[config.mk]
export PLATFORM = sky130hd
export DESIGN_NAME = json_string_unescape_utf8_flat
export DESIGN_NICKNAME = d
export VERILOG_FILES = /design/src/rtl/jsu_pkg.sv /design/src/rtl/jsu_if.sv /design/src/rtl/json_string_unescape_utf8.sv /design/src/rtl/jsu_front.sv /design/src/rtl/jsu_queue.sv /design/src/rtl/jsu_back.sv /design/src/flat_wrapper.sv
export SDC_FILE = /design/constraint.sdc
export NUM_CORES = 1
export LEC_CHECK = 0
export BUFFER_PORTS_ARGS = -buffer_cell sky130_fd_sc_hd__buf_2
export CAP_MARGIN = 20
export CORE_MARGIN = 8
export CORE_UTILIZATION = 50
export CTS_CLUSTER_DIAMETER = 60
export DETAILED_ROUTE_END_ITERATION = 10
export MAX_ROUTING_LAYER = met4
export PLACE_DENSITY = 0.66
export SYNTH_ARGS = -nofsm -noshare
export SYNTH_HDL_FRONTEND = slang
export SYNTH_HIERARCHICAL = 1
export SYNTH_SLANG_ARGS = --single-unit
[constraint.sdc]
create_clock -name clk -period 5.88 [get_ports clk]
set_clock_uncertainty 0.15 [all_clocks]
set_input_delay 0.588 -clock clk [delete_from_list [all_inputs] [get_ports clk]]
set_output_delay 0.588 -clock clk [all_outputs]
set_load 0.1 [all_outputs]
[src/rtl/jsu_pkg.sv]
// Package for the JSON string unescaper: phase codes, result and descriptor
// types, byte constants and the UTF-8 encoding helpers.
// Depends on nothing; every file but jsu_if imports it.
`timescale 1ns / 1ps
`default_nettype none

package jsu_pkg;

	typedef enum logic [2:0] {
		PH_PLAIN   = 3'd0,
		PH_ESC     = 3'd1,
		PH_HEX1    = 3'd2,
		PH_HIGH    = 3'd3,
		PH_HIGH_BS = 3'd4,
		PH_HEX2    = 3'd5
	} phase_t;

	localparam logic [7:0] CH_QUOTE  = 8'h22;
	localparam logic [7:0] CH_BSLASH = 8'h5C;
	localparam logic [7:0] CH_N      = 8'h6E;
	localparam logic [7:0] CH_R      = 8'h72;
	localparam logic [7:0] CH_T      = 8'h74;
	localparam logic [7:0] CH_B      = 8'h62;
	localparam logic [7:0] CH_F      = 8'h66;
	localparam logic [7:0] CH_U      = 8'h75;

	localparam logic [7:0] CODE_LF  = 8'h0A;
	localparam logic [7:0] CODE_CR  = 8'h0D;
	localparam logic [7:0] CODE_TAB = 8'h09;
	localparam logic [7:0] CODE_BS  = 8'h08;
	localparam logic [7:0] CODE_FF  = 8'h0C;

	localparam logic [15:0] HIGH_LO  = 16'hD800;
	localparam logic [15:0] HIGH_HI  = 16'hDC00;
	localparam logic [20:0] LOW_BASE = 21'h00DC00;
	localparam logic [20:0] SUPP_BASE = 21'h010000;
	localparam logic [20:0] LIM_1B   = 21'h000080;
	localparam logic [20:0] LIM_2B   = 21'h000800;
	localparam logic [20:0] LIM_3B   = 21'h010000;
	localparam logic [7:0]  LEAD_2B  = 8'hC0;
	localparam logic [7:0]  LEAD_3B  = 8'hE0;
	localparam logic [7:0]  LEAD_4B  = 8'hF0;
	localparam logic [7:0]  CONT_B   = 8'h80;

	localparam int QDEPTH  = 4;
	localparam int QPTR_W  = $clog2(QDEPTH);
	localparam int QCNT_W  = $clog2(QDEPTH + 1);

	typedef struct packed {
		logic [7:0] data;
		logic       byte_valid;
		logic       string_end;
		logic       bad_escape;
	} res_t;

	typedef struct packed {
		logic present;
		res_t res;
	} tail_t;

	typedef struct packed {
		res_t [3:0] res;
		logic [2:0] cnt;
	} desc_t;

	function automatic logic [4:0] hex_of(input logic [7:0] c);
		logic [4:0] r;
		r = '0;
		if (c >= 8'h30 && c <= 8'h39)
			r = {1'b1, c[3:0]};
		else if ((c >= 8'h61 && c <= 8'h66) || (c >= 8'h41 && c <= 8'h46))
			r = {1'b1, c[3:0] + 4'd9};
		return r;
	endfunction

	function automatic desc_t utf8_enc(input logic [20:0] cp);
		desc_t d;
		d = '0;
		if (cp < LIM_1B) begin
			d.res[0] = '{data: cp[7:0], byte_valid: 1'b1, string_end: 1'b0, bad_escape: 1'b0};
			d.cnt = 3'd1;
		end else if (cp < LIM_2B) begin
			d.res[0] = '{LEAD_2B | {3'b0, cp[10:6]}, 1'b1, 1'b0, 1'b0};
			d.res[1] = '{CONT_B | {2'b0, cp[5:0]}, 1'b1, 1'b0, 1'b0};
			d.cnt = 3'd2;
		end else if (cp < LIM_3B) begin
			d.res[0] = '{LEAD_3B | {4'b0, cp[15:12]}, 1'b1, 1'b0, 1'b0};
			d.res[1] = '{CONT_B | {2'b0, cp[11:6]}, 1'b1, 1'b0, 1'b0};
			d.res[2] = '{CONT_B | {2'b0, cp[5:0]}, 1'b1, 1'b0, 1'b0};
			d.cnt = 3'd3;
		end else begin
			d.res[0] = '{LEAD_4B | {5'b0, cp[20:18]}, 1'b1, 1'b0, 1'b0};
			d.res[1] = '{CONT_B | {2'b0, cp[17:12]}, 1'b1, 1'b0, 1'b0};
			d.res[2] = '{CONT_B | {2'b0, cp[11:6]}, 1'b1, 1'b0, 1'b0};
			d.res[3] = '{CONT_B | {2'b0, cp[5:0]}, 1'b1, 1'b0, 1'b0};
			d.cnt = 3'd4;
		end
		return d;
	endfunction

	function automatic tail_t plain_tail(input logic [7:0] c);
		tail_t t;
		t = '0;
		if (c == CH_QUOTE) begin
			t.present = 1'b1;
			t.res.string_end = 1'b1;
		end else if (c != CH_BSLASH) begin
			t.present = 1'b1;
			t.res.data = c;
			t.res.byte_valid = 1'b1;
		end
		return t;
	endfunction

	function automatic tail_t esc_tail(input logic [7:0] c);
		tail_t t;
		t = '0;
		t.present = 1'b1;
		t.res.byte_valid = 1'b1;
		unique case (c)
			CH_N:    t.res.data = CODE_LF;
			CH_R:    t.res.data = CODE_CR;
			CH_T:    t.res.data = CODE_TAB;
			CH_B:    t.res.data = CODE_BS;
			CH_F:    t.res.data = CODE_FF;
			CH_U:    t = '0;
			default: t.res.data = c;
		endcase
		return t;
	endfunction

endpackage

`default_nettype wire

[src/rtl/jsu_if.sv]
// Valid/ready channel interfaces for the raw byte input and the decoded
// result output. Depends on nothing.
`timescale 1ns / 1ps
`default_nettype none

interface jsu_in_if;
	logic       valid;
	logic       ready;
	logic [7:0] in_byte;

	modport source(output valid, output in_byte, input ready);
	modport sink(input valid, input in_byte, output ready);
endinterface

interface jsu_out_if;
	logic       valid;
	logic       ready;
	logic [7:0] out_byte;
	logic       byte_valid;
	logic       string_end;
	logic       bad_escape;
	logic       last;

	modport source(output valid, output out_byte, output byte_valid, output string_end,
		output bad_escape, output last, input ready);
	modport sink(input valid, input out_byte, input byte_valid, input string_end,
		input bad_escape, input last, output ready);
endinterface

`default_nettype wire

[src/rtl/json_string_unescape_utf8.sv]
// JSON string unescaper, top level: front end, descriptor queue, back end.
// Uses jsu_pkg, jsu_if, jsu_front, jsu_queue and jsu_back.
//
// The raw channel takes one byte of a JSON string body per word, starting
// after the opening quote and including the closing quote. The dec channel
// gives the decoded results: a byte with byte_valid, a string_end word for
// the closing quote, or a bad_escape word for a non-hex digit in a \u escape.
// last marks the final result caused by one input byte; a byte may cause
// none (a backslash, a hex digit) or up to four (a UTF-8 sequence).
// Throughput: one input byte per cycle while the queue has room; the output
// side gives one result per cycle while dec is ready, so a byte with k
// results holds the back end until they are all out, and the four-entry
// descriptor queue absorbs the burst. The first result of a byte passes
// through the descriptor queue and the output register before it is on dec.
// Reset clears the escape phase and the queue; the next byte starts a body.
// When the receiver stalls, the output register holds its word, the queue
// fills, and raw.ready falls once four descriptors are waiting.
`timescale 1ns / 1ps
`default_nettype none

module json_string_unescape_utf8 import jsu_pkg::*; (
	input  wire logic clk,
	input  wire logic arst_n,
	jsu_in_if.sink    raw,
	jsu_out_if.source dec
);

	desc_t push_desc;
	desc_t head;
	logic  push;
	logic  q_ready;
	logic  pop;
	logic  head_valid;

	jsu_front u_front (
		.clk     (clk),
		.arst_n  (arst_n),
		.raw     (raw),
		.q_ready (q_ready),
		.desc    (push_desc),
		.push    (push)
	);

	jsu_queue u_queue (
		.clk        (clk),
		.arst_n     (arst_n),
		.push       (push),
		.push_desc  (push_desc),
		.ready      (q_ready),
		.pop        (pop),
		.head_valid (head_valid),
		.head       (head)
	);

	jsu_back u_back (
		.clk        (clk),
		.arst_n     (arst_n),
		.head_valid (head_valid),
		.head       (head),
		.pop        (pop),
		.dec        (dec)
	);

endmodule

`default_nettype wire

[src/rtl/jsu_front.sv]
// Front end: accepts raw bytes, tracks the escape phase and turns each
// word into a descriptor of up to four results. Uses jsu_pkg and jsu_in_if.
`timescale 1ns / 1ps
`default_nettype none

module jsu_front import jsu_pkg::*; (
	input  wire logic  clk,
	input  wire logic  arst_n,
	jsu_in_if.sink     raw,
	input  wire logic  q_ready,
	output desc_t      desc,
	output logic       push
);

	phase_t      phase_q, phase_d;
	logic [15:0] hex_q, hex_d;
	logic [1:0]  digits_q, digits_d;
	logic [15:0] high_q, high_d;

	logic        accept;
	logic [7:0]  c;
	logic [4:0]  hex_digit;
	logic        hex_ok;
	logic [15:0] hex_next;
	logic        last_digit;
	logic        is_high;
	logic [20:0] pair_cp;
	desc_t       high3;
	tail_t       tail;

	assign raw.ready  = q_ready;
	assign accept     = raw.valid && q_ready;
	assign c          = raw.in_byte;
	assign hex_digit  = hex_of(c);
	assign hex_ok     = hex_digit[4];
	assign hex_next   = {hex_q[11:0], hex_digit[3:0]};
	assign last_digit = (digits_q == 2'd3);
	assign is_high    = (hex_next >= HIGH_LO) && (hex_next < HIGH_HI);
	assign pair_cp    = SUPP_BASE + {1'b0, high_q[9:0], 10'b0} + {5'b0, hex_next} - LOW_BASE;
	assign high3      = utf8_enc({5'b0, high_q});

	always_comb begin
		phase_d  = phase_q;
		hex_d    = hex_q;
		digits_d = digits_q;
		high_d   = high_q;
		unique case (phase_q) inside
			PH_ESC: begin
				if (c == CH_U) begin
					phase_d  = PH_HEX1;
					hex_d    = '0;
					digits_d = '0;
				end else begin
					phase_d = PH_PLAIN;
				end
			end
			PH_HEX1, PH_HEX2: begin
				if (!hex_ok) begin
					phase_d  = PH_PLAIN;
					hex_d    = '0;
					digits_d = '0;
					high_d   = '0;
				end else if (last_digit) begin
					hex_d    = '0;
					digits_d = '0;
					if (phase_q == PH_HEX1 && is_high) begin
						phase_d = PH_HIGH;
						high_d  = hex_next;
					end else begin
						phase_d = PH_PLAIN;
					end
				end else begin
					hex_d    = hex_next;
					digits_d = digits_q + 2'd1;
				end
			end
			PH_HIGH: begin
				phase_d = (c == CH_BSLASH) ? PH_HIGH_BS : PH_PLAIN;
			end
			PH_HIGH_BS: begin
				if (c == CH_U) begin
					phase_d  = PH_HEX2;
					hex_d    = '0;
					digits_d = '0;
				end else begin
					phase_d = PH_PLAIN;
				end
			end
			default: begin
				phase_d = (c == CH_BSLASH) ? PH_ESC : PH_PLAIN;
			end
		endcase
	end

	always_comb begin
		desc = '0;
		tail = '0;
		unique case (phase_q) inside
			PH_ESC: tail = esc_tail(c);
			PH_HEX1, PH_HEX2: begin
				if (!hex_ok) begin
					tail.present        = 1'b1;
					tail.res.bad_escape = 1'b1;
				end else if (last_digit) begin
					if (phase_q == PH_HEX2)
						desc = utf8_enc(pair_cp);
					else if (!is_high)
						desc = utf8_enc({5'b0, hex_next});
				end
			end
			PH_HIGH: begin
				if (c != CH_BSLASH) begin
					desc = high3;
					tail = plain_tail(c);
				end
			end
			PH_HIGH_BS: begin
				if (c != CH_U) begin
					desc = high3;
					tail = esc_tail(c);
				end
			end
			default: tail = plain_tail(c);
		endcase
		if (tail.present) begin
			desc.res[desc.cnt[1:0]] = tail.res;
			desc.cnt = desc.cnt + 3'd1;
		end
	end

	assign push = accept && (desc.cnt != 3'd0);

	always_ff @(posedge clk or negedge arst_n) begin
		if (!arst_n) begin
			phase_q  <= PH_PLAIN;
			hex_q    <= '0;
			digits_q <= '0;
			high_q   <= '0;
		end else if (accept) begin
			phase_q  <= phase_d;
			hex_q    <= hex_d;
			digits_q <= digits_d;
			high_q   <= high_d;
		end
	end

`ifndef SYNTHESIS
	a_push_count: assert property (@(posedge clk) disable iff (!arst_n)
		push |-> (desc.cnt <= 3'd4))
		else $error("descriptor holds more than four results");
`endif

endmodule

`default_nettype wire

[src/rtl/jsu_queue.sv]
// Short descriptor queue between the front and back ends, held in
// flip-flops and read at the head only. Uses jsu_pkg.
`timescale 1ns / 1ps
`default_nettype none

module jsu_queue import jsu_pkg::*; (
	input  wire logic   clk,
	input  wire logic   arst_n,
	input  wire logic   push,
	input  wire desc_t  push_desc,
	output logic        ready,
	input  wire logic   pop,
	output logic        head_valid,
	output desc_t       head
);

	desc_t              mem_q [QDEPTH];
	logic [QPTR_W-1:0]  wr_q;
	logic [QPTR_W-1:0]  rd_q;
	logic [QCNT_W-1:0]  cnt_q;

	assign ready      = (cnt_q != QCNT_W'(QDEPTH));
	assign head_valid = (cnt_q != '0);
	assign head       = mem_q[rd_q];

	always_ff @(posedge clk) begin
		if (push)
			mem_q[wr_q] <= push_desc;
	end

	always_ff @(posedge clk or negedge arst_n) begin
		if (!arst_n) begin
			wr_q  <= '0;
			rd_q  <= '0;
			cnt_q <= '0;
		end else begin
			if (push)
				wr_q <= (wr_q == QPTR_W'(QDEPTH - 1)) ? '0 : wr_q + 1'b1;
			if (pop)
				rd_q <= (rd_q == QPTR_W'(QDEPTH - 1)) ? '0 : rd_q + 1'b1;
			if (push && !pop)
				cnt_q <= cnt_q + 1'b1;
			else if (pop && !push)
				cnt_q <= cnt_q - 1'b1;
		end
	end

`ifndef SYNTHESIS
	a_no_overflow: assert property (@(posedge clk) disable iff (!arst_n)
		push |-> ready)
		else $error("write into a full queue");
	a_no_underflow: assert property (@(posedge clk) disable iff (!arst_n)
		pop |-> head_valid)
		else $error("read from an empty queue");
`endif

endmodule

`default_nettype wire

[src/rtl/jsu_back.sv]
// Back end: walks the head descriptor into the output register one result
// per cycle while dec takes the words. Uses jsu_pkg and jsu_out_if.
`timescale 1ns / 1ps
`default_nettype none

module jsu_back import jsu_pkg::*; (
	input  wire logic  clk,
	input  wire logic  arst_n,
	input  wire logic  head_valid,
	input  wire desc_t head,
	output logic       pop,
	jsu_out_if.source  dec
);

	logic       ov_q;
	logic [1:0] idx_q;
	res_t       res_q;
	logic       last_q;
	logic       load;
	logic       is_last;

	assign load    = head_valid && (!ov_q || dec.ready);
	assign is_last = ({1'b0, idx_q} + 3'd1) == head.cnt;
	assign pop     = load && is_last;

	assign dec.valid      = ov_q;
	assign dec.out_byte   = res_q.data;
	assign dec.byte_valid = res_q.byte_valid;
	assign dec.string_end = res_q.string_end;
	assign dec.bad_escape = res_q.bad_escape;
	assign dec.last       = last_q;

	always_ff @(posedge clk) begin
		if (load) begin
			res_q  <= head.res[idx_q];
			last_q <= is_last;
		end
	end

	always_ff @(posedge clk or negedge arst_n) begin
		if (!arst_n) begin
			ov_q  <= 1'b0;
			idx_q <= '0;
		end else begin
			if (load) begin
				ov_q  <= 1'b1;
				idx_q <= is_last ? 2'd0 : idx_q + 2'd1;
			end else if (dec.ready) begin
				ov_q <= 1'b0;
			end
		end
	end

`ifndef SYNTHESIS
	a_idx_in_range: assert property (@(posedge clk) disable iff (!arst_n)
		head_valid |-> ({1'b0, idx_q} < head.cnt))
		else $error("result index beyond descriptor count");
	a_idx_idle: assert property (@(posedge clk) disable iff (!arst_n)
		!head_valid |-> (idx_q == 2'd0))
		else $error("result index left over with empty queue");
	a_drain: assert property (@(posedge clk) disable iff (!arst_n)
		(ov_q && dec.ready && !head_valid) |=> !ov_q)
		else $error("taken word not cleared from the output register");
`endif

endmodule

`default_nettype wire

[src/flat_wrapper.sv]
// flat-port wrapper written by rule: the top's interface ports become plain ports
module json_string_unescape_utf8_flat import jsu_pkg::*;
  (clk, arst_n, raw_valid, raw_in_byte, raw_ready, dec_valid, dec_out_byte, dec_byte_valid, dec_string_end, dec_bad_escape, dec_last, dec_ready);
  jsu_in_if raw_i ();
  jsu_out_if dec_i ();
  input  wire logic clk;
  input  wire logic arst_n;
  input wire logic [$bits(raw_i.valid)-1:0] raw_valid;
  input wire logic [$bits(raw_i.in_byte)-1:0] raw_in_byte;
  output wire logic [$bits(raw_i.ready)-1:0] raw_ready;
  output wire logic [$bits(dec_i.valid)-1:0] dec_valid;
  output wire logic [$bits(dec_i.out_byte)-1:0] dec_out_byte;
  output wire logic [$bits(dec_i.byte_valid)-1:0] dec_byte_valid;
  output wire logic [$bits(dec_i.string_end)-1:0] dec_string_end;
  output wire logic [$bits(dec_i.bad_escape)-1:0] dec_bad_escape;
  output wire logic [$bits(dec_i.last)-1:0] dec_last;
  input wire logic [$bits(dec_i.ready)-1:0] dec_ready;
  assign raw_i.valid = raw_valid;
  assign raw_i.in_byte = raw_in_byte;
  assign raw_ready = raw_i.ready;
  assign dec_valid = dec_i.valid;
  assign dec_out_byte = dec_i.out_byte;
  assign dec_byte_valid = dec_i.byte_valid;
  assign dec_string_end = dec_i.string_end;
  assign dec_bad_escape = dec_i.bad_escape;
  assign dec_last = dec_i.last;
  assign dec_i.ready = dec_ready;
  json_string_unescape_utf8 u_core (.clk(clk), .arst_n(arst_n), .raw(raw_i), .dec(dec_i));
endmodule
# [Word-level counts from Yosys, hierarchy flattened]
# Memory sizes are Yosys's and may differ from the RTL's.
# Cells that the tools add are included.
[totals] regBits=55 ram_bits=188 inputBits=12 out_inout_bits=14 elab_cells=167 mem_count=1
[op_classes] n_addsub=12 magnitude_cmp=18 eq_ne=24 mux=71 n_reduce_logical=27
[memory_table] name="u_core.u_queue.mem_q" words=4 width=47 rd=1 rd_clocked_by_memory_dff=0 write_ports=1 line="jsu_queue.sv:17" source="desc_t mem_q [QDEPTH];"
[ops] cell="$mux 47" count=5
[ops] cell="$pmux 47 s3" count=1
[ops] cell="$mux 36" count=2
[ops] cell="$mux 33" count=2
[ops] cell="$mux 12" count=5
[ops] cell="$eq 8x7->1 const B" count=7
[ops] cell="$mux 11" count=5
[ops] cell="$mux 16" count=3
[ops] cell="$pmux 8 s6" count=1
[ops] cell="$mux 23" count=2
[ops] cell="$bwmux 44" count=1
[ops] cell="$mux 22" count=2
[ops] cell="$mux 14" count=3
[ops] cell="$pmux 10 s4" count=1
[ops] cell="$mux 34" count=1
[ops] cell="$lt 16x12->1 const B" count=2
[ops] cell="$lt 16x8->1 const B" count=2
[ops] cell="$mux 25" count=1
[ops] cell="$pmux 12 s2" count=1
[ops] cell="$bmux 11 s2" count=1
[ops] cell="$demux 11 s2" count=1
[ops] cell="$add 17x20->21 const A" count=1
[ops] cell="$add 21x16->21" count=1
[ops] cell="$lt 21x12->1 const B" count=1
[ops] cell="other kinds (43)" count=100

# [Depth between registers and ports, before layout]
# Gate-level depths: netlist (run 1).
[logic_depth] ltp_word=27 ltp_mapped=23 depth_no_buf=23

# [By module]
# Netlist (run 1), hierarchy kept.
[by_module_without_submodules] mod="jsu_queue" n_inst=1 cells_each=284 area_each_um2=7221.9 seq_area_each_um2=5820.6
[by_module_without_submodules] mod="jsu_front" n_inst=1 cells_each=574 area_each_um2=4285.4 seq_area_each_um2=825.8
[by_module_without_submodules] mod="jsu_back" n_inst=1 cells_each=44 area_each_um2=817.0 seq_area_each_um2=435.4

# [Least setup slack after synthesis (run 1)]
# No wires, ideal clock.
[synth_path] path_type="register to register" startpoint="register u_core.u_front.hex_q[11]" endpoint="memory u_core/u_queue/mem_q[0][0] (netlist bit), enable pin" setup_ns=0.409 arrival_time_ns=4.716 required_time_ns=5.321 setup_slack_ns=0.605 stages_incl_launch_ff=14 path_buffers=0 period_less_slack_ns=5.275 cell_sequence="dfrtp_1 > ha_1 > ha_1 > and3_1 > a22o_1 > nor4b_2 > o21a_1 > a21oi_1 > o21ai_0 > ha_1 > or3_1 > o21ai_2 > o311a_1 > and2_1"
[synth_rtl] element="start: declaration" line="jsu_front.sv:16" source="logic [15:0] hex_q, hex_d;"
[synth_rtl] element="start signal: assignment" line="jsu_front.sv:136" source="hex_q <= '0;"
[synth_rtl] element="start signal: assignment" line="jsu_front.sv:141" source="hex_q <= hex_d;"
[synth_rtl] element="end: declaration" line="jsu_queue.sv:17"

==> results of run 1 <==
[path summary, 6_finish.rpt]
path | cells after the start | endpoint | from
worst max-delay path | 20 | u_core/u_queue/cnt_q[2] | u_core/u_front/hex_q[7]
worst min-delay path | 3 | u_core/u_back/dec.valid | dec_ready
worst max register to register | 20 | u_core/u_queue/cnt_q[2] | u_core/u_front/hex_q[7]
worst min register to register | 1 | u_core/u_queue/cnt_q[2] | u_core/u_queue/cnt_q[2]
max in group asynchronous | 3 | u_core/u_front/hex_q[8] | arst_n
min in group asynchronous | 2 | u_core/u_back/idx_q[0] | arst_n
[kinds of logic after synthesis]
family	after synthesis	share of synthesized area, %
DFF	243	57.5
and+or+nand+nor	237	10.4
buffers and inverters	83	3.38
muxes	69	11.7
AOI/OAI and AO/OA	226	12.9
xor gates and xnor gates	14	0.995
adders and majority gates	30	3.17
[registers in the layout, indices dropped and copies added (netlist names)]
name,count
u_core/u_back/dec.byte_valid,1
u_core/u_back/dec.string_end,1
u_core/u_queue/wr_q,2
u_core/u_back/idx_q,2
u_core/u_front/phase_q,3
u_core/u_queue/rd_q,2
u_core/u_back/dec.valid,1
u_core/u_back/dec.out_byte,8
u_core/u_queue/mem_q,188
u_core/u_queue/cnt_q,3
u_core/u_front/high_q,16
u_core/u_back/dec.bad_escape,1
u_core/u_back/dec.last,1
u_core/u_front/digits_q,2
u_core/u_front/hex_q,12
[final cells by class]
type                    instances  area [um^2]  share of cell area (%)
clock buffers                  29          683                    5.01
clock inverters                19          128                   0.937
inverters                      30          113                   0.827
multi-input cells             576         4830                    35.5
flip-flops and latches        243         7090                    52.0
well taps                     324          405                    2.98
repair buffers                 50          378                    2.77
[per-stage QoR]
stage	cell area, um^2	instances	worst slack [ns]
after floorplan	12300	902	0.605
after global placement	12800	1220	0.708
after detailed placement	12800	1220	0.547
after CTS	13600	1268	0.529
after global routing	13600	1271	0.105
final	13600	1271	0.529
[Yosys cell counts (all sizes together) (10+ instances only)]
master / number
nor3: 12
a21oi: 37
clkbuf: 22
nand3: 25
inv: 30
dfrtp: 43
edfxtp: 200
and2: 17
a22o: 15
mux4: 58
o21ai: 56
o211ai: 12
ha: 28
nor2: 50
buf: 31
o22ai: 18
o21a: 10
nand2: 63
[power by group]
part           switching, uW  leakage, uW  total, uW  internal, uW
logic                    938      0.00204       1570           636
clock network            659     0.000388       1540           880
registers                154      0.00243       2400          2250
[layer usage]
metal | up-vias | global-route usage (%) | part of all wire [%]
met5 | - | - | 0
met4 | 0 | 6.97 | 3.0
met3 | 77 | 3.81 | 6.8
met2 | 324 | 34.1 | 48
met1 | 4054 | 27.9 | 42
li1 | 3598 | - | -
[worst max-delay path, stage by stage, from the launching register on]
cell and delay, ns:
dfrtp_1 0.47, ha_1 0.34, ha_1 0.21, inv_1 0.07
fa_1 0.20, nor2b_1 0.08, o221a_2 0.27, nor3b_1 0.34
o21a_1 0.38, a21oi_1 0.16, o21ai_0 0.40, ha_1 0.31
or3_1 0.38, o21ai_2 0.11, o311a_1 0.34, ha_1 0.23
inv_1 0.06, fa_1 0.37, xor2_1 0.15, nor2_1 0.11
xor2_1 0.16
[repair_timing]
action                                 4_1_cts  5_1_grt
gates resized for setup                      0        0
endpoints found under the hold margin        0        9
hold buffers                                 0        1
==> flow_metrics.tcl, run 1 <==
set metrics [dict create \
    final_common_cell "edfxtp_1" \
    fin_crit_sh_pct 91.0 \
    crit_type "reg2reg" \
    finalMaxSlewViolations 0 \
    yosys-top-cells-area "edfxtp_1 49%, mux4_2 9.9%, dfrtp_1 8.7%" \
    clk_pin_slew_ns 0.06 \
    power_uw 5520 \
    leakage_uw 0.00485 \
    layout.nets 969 \
    synth_seq_cells 243 \
    cts_root_buf "clkbuf_16" \
    syn_nets 944 \
    grt_pass1_vias 7991 \
    ys_warn_count 6 \
    clock-sinks 243 \
    antenna_found_initial 0 \
    hold_viol 0 \
    post_route_cells_drive_above_1_share_pct 19.4 \
    synth_cells 902 \
    routed_wl_mm 31.9 \
    n_fill_cell 1970 \
    synth_edf_count 200 \
    die_w_um 173 \
    power_density_nw_per_um2 405 \
    ioPinCount 26 \
    layout_common_cells "200 x edfxtp_1, 61 x nand2_1, 54 x mux4_2" \
    die_y_um 173 \
    clk_path_buf_depth 3 \
    dieArea_um2 29900 \
    overflow 0 \
    coreArea_um2 24200 \
    slew-limit-headroom_pct 35.3 \
    status "finished, final reports clean" \
    synth_flop_cell "edfxtp_1" \
    io_buffers 25 \
    rsz0062_at_grt "false" \
    htree_levels 1 \
    fin_util_pct 56.2 \
    irDropWorstVdd_v 0.000319 \
    grt_usage_pct 21.5 \
    start_util_pct 50.8 \
    cts_buffers 26 \
    fin_crit_ns 5.35 \
    tns_ns 0 \
    grt_max_degree 48 \
    yosysUniqueCellTypes 92 \
    crit_path_max_fanout 9 \
    drt_first_iter_violations 815 \
    cts_tree "done" \
    worstHoldPathType "in2reg" \
    routabilityCongestion 0.977 \
    routedWlPerCell_um 25.1 \
    syn_area_per_cell_um2 13.7 \
    antennaDiodeCount 0 \
    cp-end-kind "register" \
    placementRows 57 \
    holdWs_ns 0.267 \
    vias_per_cell 6.34 \
    start_kind "register" \
    worstMarginPinSlew_ns 0.965 \
    post_cts_buffers 0 \
    hpwl_mm 21.9 \
    maxCapViolations 0 \
    synth-async-reset-ratio_pct 17.7 \
    syn_area_um2 12300 \
    area_growth_syn_to_layout_pct 10.5 \
    cp_data_arrival_time_ns 5.64 \
    fmax_mhz 187 \
    setup_viol 0 \
    drc_errors 0 \
    vias 8053 \
    grt_pass1_wl_mm 49.0 \
    r2r_slack_ns 0.53 \
    first_pass_iters 7 \
    required_ns 6.17 \
    synth_top_area_share_pct 48.7 \
    drtAntennaViolNets 0 \
    synth_top_cell_by_area "edfxtp_1" \
    ys_seq_area_share_pct 57.5 \
    clk_latency_ns 0.52 \
]
No activity file was read; power rests on OpenSTA's default activity.
==> run 2: changes to the inputs <==
CORE_MARGIN = 2   (was 8)
PLACE_DENSITY = not set   (was 0.66)
PLACE_DENSITY_LB_ADDON = 0.1   (was not set)
==> flow_metrics.tcl, run 2 (synthesized netlist as in run 1, its figures left out) <==
set metrics [dict create \
    cp-end-kind "register" \
    irDropWorstVdd_v 0.000313 \
    clock-sinks 243 \
    cts_buffers 26 \
    met2_usage_pct 43.4 \
    worstHoldPathType "in2async" \
    io_buffers 25 \
    clk_path_buf_depth 3 \
    fin_crit_sh_pct 91.4 \
    rsz0062_at_grt "false" \
    start_util_pct 50.8 \
    hold_viol 5 \
    antenna_found_initial 0 \
    power_density_nw_per_um2 417 \
    place_ws_ns 0.508 \
    coreArea_um2 24200 \
    routed_wl_mm 32.8 \
    vias_per_cell 6.41 \
    antennaDiodeCount 0 \
    routedWlPerCell_um 25.8 \
    cts_tree "done" \
    ioPinCount 26 \
    holdWs_ns -0.00883 \
    p_clk_share_pct 29.9 \
    routabilityCongestion 0.972 \
    start_kind "register" \
    cts_hold_buf 0 \
    r2r-end "u_core/u_queue/cnt_q[1]" \
    overflow 0 \
    pwr-share-comb_pct 27.8 \
    clk_latency_ns 0.52 \
    vias 8127 \
    worstPathCellList "ha_1, ha_1, inv_1, fa_1, xor2_1, nand3b_1, mux2i_1, nand3_1, a21oi_1, o21ai_0, ha_1, nand2_1, nand2_1, o311a_1, ha_1, inv_1, fa_1, mux2_2" \
    internal-power_uw 3940 \
    final_common_cell "edfxtp_1" \
    tns_ns 0 \
    placementRows 57 \
    rr_worst_depth 18 \
    dieArea_um2 25900 \
    drtAntennaViolNets 0 \
    post_cts_resized 0 \
    drc_errors 0 \
    clk_pin_slew_ns 0.06 \
    crit_path_max_fanout 11 \
    post_cts_buffers 0 \
    grt_max_degree 48 \
    grt_usage_pct 26.6 \
    layout_setup_ws_ns 0.506 \
    drt_first_iter_violations 727 \
    largest_register_ffs 188 \
    top_regs "u_core/u_queue/mem_q: 188 flops, u_core/u_front/high_q: 16 flops, u_core/u_front/hex_q: 12 flops" \
    leakage_uw 0.00489 \
    slew-limit-headroom_pct 28.3 \
    crit_slowest_cell "o311a_1" \
    required_ns 6.14 \
    grtUsageMet1_pct 36.3 \
    cp_data_arrival_time_ns 5.63 \
    grt_pass1_wl_mm 50.7 \
    status "complete, but fails checks" \
    globalRoute.busiestLayer "met2" \
    crit_type "reg2reg" \
    first_pass_iters 6 \
    violations "hold timing" \
    cts_root_buf "clkbuf_16" \
    max_stage_delay_ns 0.50 \
    seqPwrFrac_pct 42.3 \
    largest-register "u_core/u_queue/mem_q" \
    fmax_mhz 186 \
    die_y_um 161 \
    reg2reg_from "u_core/u_front/hex_q[7]" \
    post_route_cells_drive_above_1_share_pct 19.8 \
    worstMarginPinSlew_ns 1.07 \
    area_growth_syn_to_layout_pct 11.0 \
    grt_pass1_vias 8219 \
    gr-usage-met3_pct 3.44 \
    htree_levels 1 \
    die_w_um 161 \
    critPathMostFrequentCell "ha_1" \
    maxCapViolations 0 \
    layout.nets 966 \
    switchingPower_uw 1760 \
    finalMaxSlewViolations 0 \
    fin_crit_ns 5.37 \
    hpwl_mm 22.8 \
    netSwitchingFraction_pct 30.8 \
    layout_common_cells "200 x edfxtp_1, 61 x nand2_1, 54 x mux4_2" \
    setup_viol 0 \
    r2r_slack_ns 0.51 \
]
## run 2: how the worst max path moves through the flow
stage | startpoint | endpoint | slack (ns)
2_1_floorplan | u_core/u_front/hex_q[11] | u_core/u_queue/mem_q[0][0] | 0.61
3_3_place_gp | u_core/u_front/hex_q[7] | u_core/u_queue/cnt_q[2] | 0.73
3_5_place_dp | u_core/u_front/hex_q[7] | u_core/u_queue/cnt_q[1] | 0.51
4_1_cts | u_core/u_front/hex_q[7] | u_core/u_queue/cnt_q[1] | 0.51
5_1_grt | u_core/u_front/hex_q[7] | u_core/u_queue/cnt_q[2] | 0.03
6_report | u_core/u_front/hex_q[7] | u_core/u_queue/cnt_q[1] | 0.51
## run 2: power groups by stage
stage | clock network [uW] | logic (uW) | registers (uW)
final | 1710 | 1580 | 2410
after global routing | 1810 | 1680 | 2450
after CTS | 1730 | 1610 | 2420
after detailed placement | 0 | 1600 | 2460
after global placement | 0 | 1580 | 2430
after floorplan | 0 | 1020 | 2690
## run 2: through the flow
| step | hold slack (ns) | utilization [%] | instances | instance area, um^2 | total power, uW |
|---|---|---|---|---|---|
| 6_report | -0.00883 | 56.4 | 1268 | 13700 | 5700 |
| 4_1_cts | 0.00936 | 56.4 | 1267 | 13700 | 5760 |
| 3_5_place_dp | 0.336 | 52.6 | 1219 | 12800 | 4060 |
| 2_1_floorplan | 0.142 | - | 902 | 12300 | 3710 |
| 3_3_place_gp | 0.321 | 52.6 | 1218 | 12800 | 4020 |
| 5_1_grt | 0.0331 | 56.4 | 1268 | 13700 | 5940 |
## run 2: worst max-delay path, delay by kind of cell, from the launching register on
family / cells / cell delay [ns]
XOR/XNOR: 1 / 0.30
AND/OR/NAND/NOR: 4 / 0.76
buffers and inverters: 2 / 0.14
adder cells (fa/ha/maj): 6 / 1.85
flip-flops: 1 / 0.47
multiplexers: 2 / 0.58
AO/OA/AOI/OAI: 3 / 1.00
## run 2: layout make-up
class / count / area (um^2)
Clock buffer: 30 / 687
Sequential cell: 243 / 7080
Clock inverter: 18 / 219
Timing Repair Buffer: 47 / 338
Inverter: 30 / 113
Multi-Input combinational cell: 576 / 4830
Fill cell: 1976 / 10600
Tap cell: 324 / 405
## run 2: per-layer routing
| metal | up-vias | part of all wire, % |
|---|---|---|
| met2 | 326 | 49 |
| li1 | 3603 | - |
| met1 | 4142 | 43 |
| met5 | - | 0 |
| met3 | 56 | 5.8 |
| met4 | 0 | 2.4 |
==> run 3: changes to the inputs <==
CORE_UTILIZATION = 52   (was 50)
==> flow_metrics.tcl, run 3 (synthesized netlist as in run 1, its figures left out) <==
set metrics [dict create \
    slew-limit-headroom_pct 23.4 \
    violations "hold timing" \
    drc_errors 0 \
    pwr-share-comb_pct 28.0 \
    antennaDiodeCount 0 \
    start_kind "register" \
    start_util_pct 52.7 \
    holdWs_ns -0.000264 \
    dpl_cell_area_um2 12700 \
    power_uw 5590 \
    drtAntennaViolNets 0 \
    max_stage_delay_ns 0.47 \
    startpoint "u_core/u_front/hex_q[7]" \
    seqPwrFrac_pct 43.6 \
    tns_ns 0 \
    rr_worst_depth 20 \
    clock-sinks 243 \
    hold_viol 1 \
    irDropWorstVdd_v 0.000250 \
    final_common_cell "edfxtp_1" \
    fin_util_pct 58.2 \
    fmax_mhz 182 \
    crit_type "reg2reg" \
    fin_crit_ns 5.50 \
    grt_pass1_wl_mm 50.5 \
    worstHoldPathType "in2async" \
    dpl.cell_count 1212 \
    grt_usage_pct 28.1 \
    clk_latency_ns 0.52 \
    ioPinCount 26 \
    setup_viol 0 \
    power_density_nw_per_um2 410 \
    first_pass_iters 5 \
    largest-register "u_core/u_queue/mem_q" \
    htree_levels 1 \
    r2r_slack_ns 0.38 \
    rsz0062_at_grt "false" \
    p_clk_share_pct 28.4 \
    layout_common_cells "200 x edfxtp_1, 61 x nand2_1, 54 x mux4_2" \
    drt_first_iter_violations 874 \
    cp_data_arrival_time_ns 5.79 \
    vias 8229 \
    worstMarginPinSlew_ns 1.14 \
    grt_max_degree 48 \
    clk_path_buf_depth 3 \
    top_regs "u_core/u_queue/mem_q: 188 flops, u_core/u_front/high_q: 16 flops, u_core/u_front/hex_q: 12 flops" \
    cp-end-kind "register" \
    overflow 0 \
    maxCapViolations 0 \
    worstPathCellList "ha_1, ha_1, inv_1, fa_1, nor2b_1, o221a_2, nor3b_1, o21a_1, a21oi_1, o21ai_0, ha_1, or3_1, o21ai_2, o311a_1, ha_1, inv_1, fa_1, xor2_1, nor2_1, xor2_1" \
    crit_path_max_fanout 9 \
    routed_wl_mm 33.0 \
    vias_per_cell 6.52 \
    cts_tree "done" \
    cts_root_buf "clkbuf_16" \
    fin_cells 1262 \
    antenna_found_initial 0 \
    coreArea_um2 23400 \
    largest_register_ffs 188 \
    dieArea_um2 24900 \
    crit_slowest_cell "dfrtp_1" \
    cp-endpoint "u_core/u_queue/cnt_q[2]" \
    placementRows 56 \
    reg2reg_from "u_core/u_front/hex_q[7]" \
    required_ns 6.17 \
    hpwl_mm 23.4 \
    critPathMostFrequentCell "ha_1" \
    fin_crit_sh_pct 93.5 \
    die_w_um 158 \
    r2r-end "u_core/u_queue/cnt_q[2]" \
    netSwitchingFraction_pct 31.5 \
    finalMaxSlewViolations 0 \
    switchingPower_uw 1760 \
    area_growth_syn_to_layout_pct 10.6 \
    status "complete, but fails checks" \
    layout.nets 966 \
    internal-power_uw 3830 \
    post_cts_buffers 0 \
    grt_pass1_vias 8291 \
    post_route_cells_drive_above_1_share_pct 19.2 \
    fin_area_um2 13600 \
    cts_buffers 27 \
    routedWlPerCell_um 26.2 \
    die_y_um 158 \
    leakage_uw 0.00486 \
    io_buffers 25 \
    clk_pin_slew_ns 0.06 \
    routabilityCongestion 1.02 \
]
-- run 3: cell types whose count changed in the layout (fill, tap and decap cells not counted), moves of 2 or more --
cell | previous run | this run
clkbuf_1 | 3 | 5
bufinv_16 | 5 | 2
clkinv_2 | 9 | 3
clkinv_1 | 2 | 6
clkinv_4 | 0 | 4
-- run 3: power by group through the flow --
stage	Sequential [uW]	Combinational (uW)	Clock (uW)
after CTS	2470	1540	1620
after global placement	2480	1520	0
after global routing	2480	1670	1690
final	2440	1560	1590
after floorplan	2690	1020	0
after detailed placement	2500	1540	0
-- run 3: through the flow --
step                hold WS, ns  setup WS [ns]
floorplan                 0.142          0.605
global placement          0.319          0.672
detailed placement        0.346          0.442
CTS                      0.0218          0.400
global route             0.0306        0.00231
finish                -0.000264          0.380
-- run 3: routing by layer --
metal  GRT usage [%]  share of wire [%]  wire (um)
met1            37.5                 42      13800
met2            45.7                 49      16000
met3            3.34                6.0       1990
met4            9.05                3.6       1200
met5               -                  0          0
-- run 3: worst min path at each step --
stage	from	to	slack [ns]	cells past startpoint
global route	arst_n	u_core/u_back/idx_q[0]	0.03	2
CTS	arst_n	u_core/u_back/idx_q[0]	0.02	2
detailed placement	u_core/u_queue/cnt_q[2]	u_core/u_queue/cnt_q[2]	0.35	1
finish	arst_n	u_core/u_back/idx_q[1]	-0.0003	2
floorplan	arst_n	u_core/u_back/dec.valid	0.14	0
global placement	u_core/u_queue/cnt_q[2]	u_core/u_queue/cnt_q[2]	0.32	1
-- run 3: timing repair --
action,CTS,global route
endpoints found under the setup margin,0,1
endpoints found under the hold margin,0,0
hold buffers,0,0
resized for setup,0,1
-- run 3: final cells by class --
type | instances | area, um^2
Fill cell | 1922 | 9770
Sequential cell | 243 | 7080
Multi-Input combinational cell | 576 | 4840
Clock buffer | 32 | 694
Tap cell | 319 | 399
Timing Repair Buffer | 46 | 353
Clock inverter | 16 | 149
Inverter | 30 | 113
-- run 3: critical path, delay by kind of cell, from the launching register on --
kind | cells | cell delay, ns
adders and majority gates | 6 | 1.71
AOI/OAI and AO/OA | 6 | 1.68
and+or+nand+nor | 4 | 0.93
DFF | 1 | 0.47
xor gates and xnor gates | 2 | 0.33
buffers and inverters | 2 | 0.13
